## src/sv/lfuc_pkg.sv

```systemverilog
package lfuc_pkg;

  localparam int ENTRIES_DEF    = 16;
  localparam int COUNT_BITS_DEF = 17;
  localparam int KEY_W          = 32;
  localparam int VAL_W          = 32;
  localparam int CAP_W          = 5;

  localparam logic [CAP_W-1:0] CAP_RESET = 5'd16;

  localparam logic ACT_GET = 1'b0;
  localparam logic ACT_PUT = 1'b1;

  typedef enum logic [2:0] {
    ST_IDLE,
    ST_SCAN,
    ST_DECIDE,
    ST_WRITE,
    ST_TOUCH,
    ST_DONE
  } state_e;

  // Strobes from the sequencer to the entry store.
  typedef struct packed {
    logic rd_en;
    logic wr_en;
    logic set_valid;
  } store_ctl_t;

  // Result flags, hit in the low bit.
  typedef struct packed {
    logic evicted;
    logic hit;
  } res_flags_t;

endpackage

```

## src/sv/lfu_cache_lru_tiebreak_unit.sv

```systemverilog
// Channel   Dir  Word                                        Accept
// s_axis    in   tuser: action; tdata: key, value            tvalid & tready
// m_axis    out  tuser: hit, evicted; tdata: read_value,     tvalid & tready
//                evicted_key
// cfg       in   capacity_in_use                             cfg_we_i
//
// A get that misses ends after the lookup pass; every other access also
// writes its entry and makes a recency pass. The entry memory has
// one read port: a lookup pass reads every entry once, and a recency pass
// reads every entry once more and rewrites the ones that age.
// Reset clears valid marks, occupancy and the output valid flag; capacity
// resets to 16. A finished word waits in the output register while the next
// word is accepted; a stalled master holds the next result in the sequencer.
module lfu_cache_lru_tiebreak_unit #(
  parameter int ENTRIES    = lfuc_pkg::ENTRIES_DEF,
  parameter int COUNT_BITS = lfuc_pkg::COUNT_BITS_DEF
) (
  input  logic                       clk_i,
  input  logic                       rst_ni,
  input  logic                       s_axis_tvalid,
  output logic                       s_axis_tready,
  input  logic [63:0]                s_axis_tdata,  // key, value
  input  logic                       s_axis_tuser,  // action
  output logic                       m_axis_tvalid,
  input  logic                       m_axis_tready,
  output logic [63:0]                m_axis_tdata,  // read_value, evicted_key
  output logic [1:0]                 m_axis_tuser,  // hit, evicted
  input  logic                       cfg_we_i,
  input  logic [lfuc_pkg::CAP_W-1:0] cfg_wdata_i
);

  localparam int IDX_W  = (ENTRIES > 1) ? $clog2(ENTRIES) : 1;
  localparam int CNT_W  = $clog2(ENTRIES + 1);
  localparam int WORD_W = lfuc_pkg::KEY_W + lfuc_pkg::VAL_W + COUNT_BITS + IDX_W;

  logic [lfuc_pkg::CAP_W-1:0] cap_q;
  logic [CNT_W-1:0]           cap_eff;

  logic                       start;
  logic                       seq_idle;
  logic                       seq_done;
  logic                       out_free;
  logic                       res_take;
  lfuc_pkg::res_flags_t       flags;
  logic [lfuc_pkg::VAL_W-1:0] read_value;
  logic [lfuc_pkg::KEY_W-1:0] evicted_key;

  lfuc_pkg::store_ctl_t       ctl;
  logic [IDX_W-1:0]           rd_addr;
  logic [IDX_W-1:0]           wr_addr;
  logic [WORD_W-1:0]          wr_data;
  logic [WORD_W-1:0]          rd_data;
  logic [ENTRIES-1:0]         valid;

  logic                       m_valid_q;
  logic [63:0]                m_data_q;
  lfuc_pkg::res_flags_t       m_user_q;

  always_ff @(posedge clk_i or negedge rst_ni) begin
    if (!rst_ni) begin
      cap_q <= lfuc_pkg::CAP_RESET;
    end else if (cfg_we_i) begin
      cap_q <= cfg_wdata_i;
    end
  end

  // Zero acts as one; above the entry count saturates.
  always_comb begin
    if (cap_q == '0) begin
      cap_eff = CNT_W'(1);
    end else if (int'(cap_q) > ENTRIES) begin
      cap_eff = CNT_W'(ENTRIES);
    end else begin
      cap_eff = CNT_W'(cap_q);
    end
  end

  assign s_axis_tready = seq_idle;
  assign start         = s_axis_tvalid && s_axis_tready;
  assign out_free      = !m_valid_q || m_axis_tready;
  assign res_take      = seq_done && out_free;

  lfuc_seq #(
    .ENTRIES    (ENTRIES),
    .COUNT_BITS (COUNT_BITS),
    .IDX_W      (IDX_W),
    .CNT_W      (CNT_W),
    .WORD_W     (WORD_W)
  ) u_seq (
    .clk_i         (clk_i),
    .rst_ni        (rst_ni),
    .start_i       (start),
    .action_i      (s_axis_tuser),
    .key_i         (s_axis_tdata[31:0]),
    .value_i       (s_axis_tdata[63:32]),
    .cap_i         (cap_eff),
    .res_take_i    (res_take),
    .idle_o        (seq_idle),
    .done_o        (seq_done),
    .flags_o       (flags),
    .read_value_o  (read_value),
    .evicted_key_o (evicted_key),
    .ctl_o         (ctl),
    .rd_addr_o     (rd_addr),
    .wr_addr_o     (wr_addr),
    .wr_data_o     (wr_data),
    .rd_data_i     (rd_data),
    .valid_i       (valid)
  );

  lfuc_store #(
    .ENTRIES (ENTRIES),
    .WORD_W  (WORD_W)
  ) u_store (
    .clk_i     (clk_i),
    .rst_ni    (rst_ni),
    .ctl_i     (ctl),
    .rd_addr_i (rd_addr),
    .wr_addr_i (wr_addr),
    .wr_data_i (wr_data),
    .rd_data_o (rd_data),
    .valid_o   (valid)
  );

  always_ff @(posedge clk_i or negedge rst_ni) begin
    if (!rst_ni) begin
      m_valid_q <= 1'b0;
    end else if (res_take) begin
      m_valid_q <= 1'b1;
    end else if (m_axis_tready) begin
      m_valid_q <= 1'b0;
    end
  end

  always_ff @(posedge clk_i) begin
    if (res_take) begin
      m_data_q <= {evicted_key, read_value};
      m_user_q <= flags;
    end
  end

  assign m_axis_tvalid = m_valid_q;
  assign m_axis_tdata  = m_data_q;
  assign m_axis_tuser  = m_user_q;

endmodule

```

## src/sv/lfuc_store.sv

```systemverilog
module lfuc_store #(
  parameter int ENTRIES = lfuc_pkg::ENTRIES_DEF,
  parameter int WORD_W  = 64
) (
  input  logic                            clk_i,
  input  logic                            rst_ni,
  input  lfuc_pkg::store_ctl_t            ctl_i,
  input  logic [((ENTRIES > 1) ? $clog2(ENTRIES) : 1)-1:0] rd_addr_i,
  input  logic [((ENTRIES > 1) ? $clog2(ENTRIES) : 1)-1:0] wr_addr_i,
  input  logic [WORD_W-1:0]               wr_data_i,
  output logic [WORD_W-1:0]               rd_data_o,
  output logic [ENTRIES-1:0]              valid_o
);

  logic [WORD_W-1:0]  mem_q [ENTRIES];
  logic [WORD_W-1:0]  rd_data_q;
  logic [ENTRIES-1:0] valid_q;

  always_ff @(posedge clk_i) begin
    if (ctl_i.wr_en) begin
      mem_q[wr_addr_i] <= wr_data_i;
    end
    if (ctl_i.rd_en) begin
      rd_data_q <= mem_q[rd_addr_i];
    end
  end

  always_ff @(posedge clk_i or negedge rst_ni) begin
    if (!rst_ni) begin
      valid_q <= '0;
    end else if (ctl_i.wr_en && ctl_i.set_valid) begin
      valid_q[wr_addr_i] <= 1'b1;
    end
  end

  assign rd_data_o = rd_data_q;
  assign valid_o   = valid_q;

endmodule

```

## src/sv/lfuc_seq.sv

```systemverilog
module lfuc_seq #(
  parameter int ENTRIES    = lfuc_pkg::ENTRIES_DEF,
  parameter int COUNT_BITS = lfuc_pkg::COUNT_BITS_DEF,
  parameter int IDX_W      = (ENTRIES > 1) ? $clog2(ENTRIES) : 1,
  parameter int CNT_W      = $clog2(ENTRIES + 1),
  parameter int WORD_W     = lfuc_pkg::KEY_W + lfuc_pkg::VAL_W + COUNT_BITS + IDX_W
) (
  input  logic                          clk_i,
  input  logic                          rst_ni,
  input  logic                          start_i,
  input  logic                          action_i,
  input  logic [lfuc_pkg::KEY_W-1:0]    key_i,
  input  logic [lfuc_pkg::VAL_W-1:0]    value_i,
  input  logic [CNT_W-1:0]              cap_i,
  input  logic                          res_take_i,
  output logic                          idle_o,
  output logic                          done_o,
  output lfuc_pkg::res_flags_t          flags_o,
  output logic [lfuc_pkg::VAL_W-1:0]    read_value_o,
  output logic [lfuc_pkg::KEY_W-1:0]    evicted_key_o,
  output lfuc_pkg::store_ctl_t          ctl_o,
  output logic [IDX_W-1:0]              rd_addr_o,
  output logic [IDX_W-1:0]              wr_addr_o,
  output logic [WORD_W-1:0]             wr_data_o,
  input  logic [WORD_W-1:0]             rd_data_i,
  input  logic [ENTRIES-1:0]            valid_i
);

  localparam int KW      = lfuc_pkg::KEY_W;
  localparam int VW      = lfuc_pkg::VAL_W;
  localparam int VAL_LO  = KW;
  localparam int CNTF_LO = KW + VW;
  localparam int RANK_LO = CNTF_LO + COUNT_BITS;

  lfuc_pkg::state_e state_q, state_d;

  logic                  act_q, act_d;
  logic [KW-1:0]         key_q, key_d;
  logic [VW-1:0]         val_q, val_d;
  logic [CNT_W-1:0]      idx_q, idx_d;
  logic                  rvalid_q, rvalid_d;
  logic [IDX_W-1:0]      ridx_q, ridx_d;
  logic [CNT_W-1:0]      occ_q, occ_d;

  logic                  found_q, found_d;
  logic [IDX_W-1:0]      fslot_q, fslot_d;
  logic [VW-1:0]         fval_q, fval_d;
  logic [COUNT_BITS-1:0] fcnt_q, fcnt_d;
  logic [IDX_W-1:0]      frank_q, frank_d;

  logic                  free_q, free_d;
  logic [IDX_W-1:0]      free_slot_q, free_slot_d;

  logic                  have_q, have_d;
  logic [IDX_W-1:0]      vslot_q, vslot_d;
  logic [KW-1:0]         vkey_q, vkey_d;
  logic [COUNT_BITS-1:0] vcnt_q, vcnt_d;
  logic [IDX_W-1:0]      vrank_q, vrank_d;

  logic [IDX_W-1:0]      slot_q, slot_d;
  logic [IDX_W-1:0]      old_rank_q, old_rank_d;
  logic                  fill_q, fill_d;
  logic [VW-1:0]         wval_q, wval_d;
  logic [COUNT_BITS-1:0] wcnt_q, wcnt_d;

  logic                  hit_q, hit_d;
  logic                  evd_q, evd_d;
  logic [VW-1:0]         rval_q, rval_d;
  logic [KW-1:0]         evkey_q, evkey_d;

  logic                  issue;
  logic                  pass_end;
  logic [KW-1:0]         e_key;
  logic [VW-1:0]         e_val;
  logic [COUNT_BITS-1:0] e_cnt;
  logic [IDX_W-1:0]      e_rank;
  logic                  e_valid;
  logic                  fill_c;
  logic                  bump_c;

  assign issue    = (idx_q < CNT_W'(ENTRIES));
  assign pass_end = !issue && !rvalid_q;

  assign e_key   = rd_data_i[KW-1:0];
  assign e_val   = rd_data_i[VAL_LO +: VW];
  assign e_cnt   = rd_data_i[CNTF_LO +: COUNT_BITS];
  assign e_rank  = rd_data_i[RANK_LO +: IDX_W];
  assign e_valid = valid_i[ridx_q];

  assign fill_c = !found_q && (act_q == lfuc_pkg::ACT_PUT) && (occ_q < cap_i);
  // Entries more recent than the touched one move back by one.
  assign bump_c = rvalid_q && (ridx_q != slot_q) && e_valid && (e_rank < old_rank_q);

  // Next state
  always_comb begin
    state_d = state_q;
    case (state_q)
      lfuc_pkg::ST_IDLE: begin
        if (start_i) state_d = lfuc_pkg::ST_SCAN;
      end
      lfuc_pkg::ST_SCAN: begin
        if (pass_end) state_d = lfuc_pkg::ST_DECIDE;
      end
      lfuc_pkg::ST_DECIDE: begin
        if (found_q || fill_c || ((act_q == lfuc_pkg::ACT_PUT) && have_q)) begin
          state_d = lfuc_pkg::ST_WRITE;
        end else begin
          state_d = lfuc_pkg::ST_DONE;
        end
      end
      lfuc_pkg::ST_WRITE: state_d = lfuc_pkg::ST_TOUCH;
      lfuc_pkg::ST_TOUCH: begin
        if (pass_end) state_d = lfuc_pkg::ST_DONE;
      end
      lfuc_pkg::ST_DONE: begin
        if (res_take_i) state_d = lfuc_pkg::ST_IDLE;
      end
      default: state_d = lfuc_pkg::ST_IDLE;
    endcase
  end

  // Store strobes
  always_comb begin
    ctl_o     = '0;
    rd_addr_o = idx_q[IDX_W-1:0];
    wr_addr_o = slot_q;
    wr_data_o = {IDX_W'(0), wcnt_q, wval_q, key_q};
    case (state_q)
      lfuc_pkg::ST_SCAN: ctl_o.rd_en = issue;
      lfuc_pkg::ST_WRITE: begin
        ctl_o.wr_en     = 1'b1;
        ctl_o.set_valid = fill_q;
      end
      lfuc_pkg::ST_TOUCH: begin
        ctl_o.rd_en = issue;
        if (bump_c) begin
          ctl_o.wr_en = 1'b1;
          wr_addr_o   = ridx_q;
          wr_data_o   = {e_rank + IDX_W'(1), e_cnt, e_val, e_key};
        end
      end
      default: ;
    endcase
  end

  // Datapath
  always_comb begin
    act_d       = act_q;
    key_d       = key_q;
    val_d       = val_q;
    idx_d       = idx_q;
    rvalid_d    = 1'b0;
    ridx_d      = ridx_q;
    occ_d       = occ_q;
    found_d     = found_q;
    fslot_d     = fslot_q;
    fval_d      = fval_q;
    fcnt_d      = fcnt_q;
    frank_d     = frank_q;
    free_d      = free_q;
    free_slot_d = free_slot_q;
    have_d      = have_q;
    vslot_d     = vslot_q;
    vkey_d      = vkey_q;
    vcnt_d      = vcnt_q;
    vrank_d     = vrank_q;
    slot_d      = slot_q;
    old_rank_d  = old_rank_q;
    fill_d      = fill_q;
    wval_d      = wval_q;
    wcnt_d      = wcnt_q;
    hit_d       = hit_q;
    evd_d       = evd_q;
    rval_d      = rval_q;
    evkey_d     = evkey_q;
    case (state_q)
      lfuc_pkg::ST_IDLE: begin
        if (start_i) begin
          act_d   = action_i;
          key_d   = key_i;
          val_d   = value_i;
          idx_d   = '0;
          found_d = 1'b0;
          free_d  = 1'b0;
          have_d  = 1'b0;
          hit_d   = 1'b0;
          evd_d   = 1'b0;
          rval_d  = '0;
          evkey_d = '0;
        end
      end
      lfuc_pkg::ST_SCAN: begin
        if (issue) idx_d = idx_q + CNT_W'(1);
        rvalid_d = issue;
        ridx_d   = idx_q[IDX_W-1:0];
        if (rvalid_q) begin
          if (e_valid && (e_key == key_q) && !found_q) begin
            found_d = 1'b1;
            fslot_d = ridx_q;
            fval_d  = e_val;
            fcnt_d  = e_cnt;
            frank_d = e_rank;
          end
          if (!e_valid && !free_q) begin
            free_d      = 1'b1;
            free_slot_d = ridx_q;
          end
          // Victim: fewest uses, then least recent.
          if (e_valid && (!have_q || (e_cnt < vcnt_q) ||
                          ((e_cnt == vcnt_q) && (e_rank > vrank_q)))) begin
            have_d  = 1'b1;
            vslot_d = ridx_q;
            vkey_d  = e_key;
            vcnt_d  = e_cnt;
            vrank_d = e_rank;
          end
        end
      end
      lfuc_pkg::ST_DECIDE: begin
        fill_d = fill_c;
        wval_d = val_q;
        wcnt_d = COUNT_BITS'(1);
        if (found_q) begin
          hit_d      = 1'b1;
          slot_d     = fslot_q;
          old_rank_d = frank_q;
          wcnt_d     = (fcnt_q == '1) ? fcnt_q : fcnt_q + COUNT_BITS'(1);
          if (act_q == lfuc_pkg::ACT_GET) begin
            rval_d = fval_q;
            wval_d = fval_q;
          end
        end else if (fill_c) begin
          slot_d     = free_slot_q;
          old_rank_d = occ_q[IDX_W-1:0];
          occ_d      = occ_q + CNT_W'(1);
        end else if ((act_q == lfuc_pkg::ACT_PUT) && have_q) begin
          evd_d      = 1'b1;
          evkey_d    = vkey_q;
          slot_d     = vslot_q;
          old_rank_d = vrank_q;
        end
      end
      lfuc_pkg::ST_WRITE: begin
        idx_d = '0;
      end
      lfuc_pkg::ST_TOUCH: begin
        if (issue) idx_d = idx_q + CNT_W'(1);
        rvalid_d = issue;
        ridx_d   = idx_q[IDX_W-1:0];
      end
      default: ;
    endcase
  end

  always_ff @(posedge clk_i or negedge rst_ni) begin
    if (!rst_ni) begin
      state_q  <= lfuc_pkg::ST_IDLE;
      idx_q    <= '0;
      rvalid_q <= 1'b0;
      occ_q    <= '0;
    end else begin
      state_q  <= state_d;
      idx_q    <= idx_d;
      rvalid_q <= rvalid_d;
      occ_q    <= occ_d;
    end
  end

  always_ff @(posedge clk_i) begin
    act_q       <= act_d;
    key_q       <= key_d;
    val_q       <= val_d;
    ridx_q      <= ridx_d;
    found_q     <= found_d;
    fslot_q     <= fslot_d;
    fval_q      <= fval_d;
    fcnt_q      <= fcnt_d;
    frank_q     <= frank_d;
    free_q      <= free_d;
    free_slot_q <= free_slot_d;
    have_q      <= have_d;
    vslot_q     <= vslot_d;
    vkey_q      <= vkey_d;
    vcnt_q      <= vcnt_d;
    vrank_q     <= vrank_d;
    slot_q      <= slot_d;
    old_rank_q  <= old_rank_d;
    fill_q      <= fill_d;
    wval_q      <= wval_d;
    wcnt_q      <= wcnt_d;
    hit_q       <= hit_d;
    evd_q       <= evd_d;
    rval_q      <= rval_d;
    evkey_q     <= evkey_d;
  end

  assign idle_o          = (state_q == lfuc_pkg::ST_IDLE);
  assign done_o          = (state_q == lfuc_pkg::ST_DONE);
  assign flags_o.hit     = hit_q;
  assign flags_o.evicted = evd_q;
  assign read_value_o    = rval_q;
  assign evicted_key_o   = evkey_q;

endmodule

```

## config.mk

```make
export PLATFORM = sky130hd
export DESIGN_NAME = lfu_cache_lru_tiebreak_unit
export DESIGN_NICKNAME = d
export VERILOG_FILES = /design/src/sv/lfuc_pkg.sv /design/src/sv/lfu_cache_lru_tiebreak_unit.sv /design/src/sv/lfuc_store.sv /design/src/sv/lfuc_seq.sv
export SDC_FILE = /design/constraint.sdc
export NUM_CORES = 2
export LEC_CHECK = 0
export BUFFER_PORTS_ARGS = -buffer_cell sky130_fd_sc_hd__clkbuf_2
export CORE_UTILIZATION = 56
export DETAILED_ROUTE_END_ITERATION = 10
export GPL_ROUTABILITY_DRIVEN = 0
export GPL_TIMING_DRIVEN = 0
export PLACE_DENSITY_LB_ADDON = 0.05
export SLEW_MARGIN = 20
export SYNTH_ARGS = -nofsm -noshare
export SYNTH_HDL_FRONTEND = slang
export SYNTH_SLANG_ARGS = --single-unit
```

## constraint.sdc

```tcl
create_clock -name clk_i -period 6.8 [get_ports clk_i]
set_input_delay 0.68 -clock clk_i [delete_from_list [all_inputs] [get_ports clk_i]]
set_output_delay 0.68 -clock clk_i [all_outputs]
set_load 0.01 [all_outputs]
```

==> metrics.md <==
| Metric | Value |
|---|---|
| Post-CTS Resized | 0 |
| Post-synth top cells | edfxtp_1, mux4_2, clkbuf_1, and3_1, mux2_2 |
| Setup violators final | 0 |
| P_int | 22.5 mW |
| Gate Count Post-Synth | 2995 |
| Worst-margin pin slew | 1.18 ns |
| Initial Utilization | 0.567 |
| Req. time, crit path | 7.30 ns |
| Core region area | 124000 um^2 |
| Max clock buf depth | 3 |
| Total power | 31.1 mW |
| R2R setup slack | 1.99 ns |
| Synth area leader | edfxtp_1 |
| Distinct cells, synth | 58 |
| CTS buffer count | 184 |
| Netlist Area Pre-Place | 70400 um^2 |
| Outcome | finished clean |
| WL final | 174000 um |
| Rows | 129 |
| Synth Area per Inst | 23.5 um^2 |
| Combinational power share | 0.226 |
| Via count | 33100 |
| Asr flop ratio synth | 0.0193 |
| Clock transition at the registers of the reported paths | 0.06 ns |
| Register area share after synthesis | 0.791 |
| Number of H-tree levels | 4 |
| Most frequent cell after synthesis | edfxtp_1 |
| Largest net degree at the start of global routing | 40 |
| Grt ovf | 0 |
| Critical Path End Type | flop |
| Fill count | 7961 |
| First-pass GRT wire length | 247000 um |
| Clock Root Buffer | clkbuf_16 |
| Antenna cells | 0 |
| Clk_lat worst skew | 0.81 ns |
| # DRC | 0 |
| Setup repair bufs after CTS | 0 |
| Starting DRT DRC Count | 3906 |
| Die Width | 357 um |
| P per Cell Area | 378 nW/um^2 |
| EDFF count, synth | 1825 |
| Avg WL per Cell | 33.1 um |
| Full die area | 127000 um^2 |
| Area Overhead vs Synth | 16.8% |
| Crit Path Class | reg -> reg |
| CP max FO | 13 |
| Synthesized net count | 3102 |
| Reg-to-reg critical path endpoint | u_store.mem_q[2][36] |
| Highest clock rate | 0.208 GHz |
| YS warnings | 0 |
| Half-perimeter wire length after placement | 111000 um |
| Switching Share | 0.276 |
| Reg2reg path depth | 12 |
| LEAKAGE | 26.8 nW |
| #FFs+latches synth | 1861 |
| Initial antenna violation count | 7 |
| Antenna Nets Post-Route | 0 |
| CTS Hold Buffers Added | 18 |
| Main flop type after synthesis | edfxtp_1 |
| Hold WC Path Type | in -> async |
| Peak supply drop | 0.000302 V |
| Max Transition Viols Final | 0 |
| Max cap viols | 0 |
| 1st-pass router iterations | 8 |
| Final worst path period need | 4.81 ns |
| TritonCTS clock tree | done |
| Critical path arrival | 5.31 ns |
| Endpoints failing hold | 0 |
| Slew HR | 0.212 |
| Seq pwr share | 0.457 |
| Reg-to-Reg Start | u_seq.ridx_q[0] |
| Layout Skew | 0.0189 ns |
| Post-layout nets | 3576 |
| Psw | 8.58 mW |
| Vias in the first global route | 34100 |
| IO buf count | 142 |
| WHS | 0.0335 ns |
| Tcrit/Tclk final | 0.707 |
| Yosys top cell area share | 0.778 |
| RSZ-0062 raised after global routing | no |
| Clock network fraction of total power | 0.316 |
| Total GRT Usage | 0.281 |
| Vert. Die Dim | 357 um |
| Synth area leaders | edfxtp_1, mux4_2, dfrtp_1, mux2_4, mux2_2 |
| Layout cells sized above 1 | 0.321 |
| DR vias/cell | 6.30 |
| Io pins | 143 |
| Clock sink total | 1861 |
| CP Launch Type | flop |
worst max-delay path, stage by stage (launching register included):
cell and delay [ns]:
edfxtp_1 0.45, buf_4 0.22, mux4_2 0.34, a22o_1 0.26, a21oi_2 0.10, a211oi_2 0.78
buf_6 0.38, a32oi_1 0.43, nor2_4 0.69, buf_16 0.25, buf_16 0.19, buf_16 0.17
buf_16 0.17
placed cells by master (no fill, tap or decap), types with 16 or more instances in the layout:
master            n
o21bai_1         16
and3_1           66
edfxtp_1       1825
xnor2_1          25
dlygate4sd3_1    18
buf_12           42
dfrtp_1          35
mux2_4           53
clkinv_2         34
ha_1             32
nand4_1          16
nor2_4           16
buf_2            26
clkbuf_16       191
mux2_2           60
clkbuf_2        174
nor2_1           22
inv_1            32
xor2_1           30
buf_16           65
mux4_2          429
nand2_1          39
clkbuf_1         93
clkinv_1         48
cell type report:
class,count,area (um^2),area share
Sequential cell,1861,55700,0.677
Multi-Input combinational cell,964,14200,0.173
Clock buffer,225,4930,0.0599
Timing Repair Buffer,288,3760,0.0457
Tap cell,1637,2050,0.0249
Clock inverter,110,903,0.0110
Buffer,136,633,0.00769
Inverter,34,135,0.00164
logic make-up after synthesis:
logic type / Yosys count / synth area share
mux: 552 / 0.160
fa+ha+maj: 32 / 0.00568
buf+inv: 170 / 0.0101
compound gates: 90 / 0.00924
flops: 1861 / 0.791
xor+xnor: 55 / 0.00684
simple gates: 235 / 0.0179
routing by layer:
metal	track usage	wire length (um)
met1	0.404	72700
met2	0.431	82400
met3	0.0683	13600
met4	0.0935	5200
met5	0	11
power groups by stage:
stage	clock, mW	combinational (mW)	sequential (mW)
2_1_floorplan	0	4.39	14.3
3_3_place_gp	0	6.44	14.5
3_5_place_dp	0	7.10	14.4
4_1_cts	9.99	7.14	14.2
5_1_grt	10.4	7.46	14.3
6_report	9.85	7.05	14.2
state kept, by name, summed over array words and instances (netlist names), 32 cells and up:
signal,count
m_axis_tdata,64
u_seq.fval_q,32
u_seq.vkey_q,32
u_store.rd_data_o,85
u_seq.key_q,32
u_store.mem_q,1360
u_seq.read_value_o,32
u_seq.val_q,32
u_seq.wval_q,32
u_seq.evicted_key_o,32
worst max path at each step:
stage / from / end / depth (start not counted)
2_1_floorplan: u_seq.ridx_q[0] / u_store.mem_q[6][0] / 8
3_3_place_gp: u_seq.ridx_q[0] / u_store.mem_q[14][34] / 8
3_5_place_dp: u_seq.ridx_q[0] / u_store.mem_q[2][40] / 12
4_1_cts: u_seq.ridx_q[0] / u_store.mem_q[2][38] / 12
5_1_grt: u_seq.ridx_q[0] / u_store.mem_q[2][38] / 12
6_report: u_seq.ridx_q[0] / u_store.mem_q[2][36] / 12
through the flow:
step	TNS [ns]	instances	worst slack, ns	instance area (um^2)	util
2_1_floorplan	0	2995	0.763	70500	-
3_3_place_gp	-7956.67	4774	-5.94	73200	0.589
3_5_place_dp	0	4902	2.02	76300	0.614
4_1_cts	0	5255	2.00	82300	0.662
5_1_grt	0	5255	1.76	82300	0.662
6_report	0	5255	1.99	82300	0.662
(Power assumes the default switching activity.)
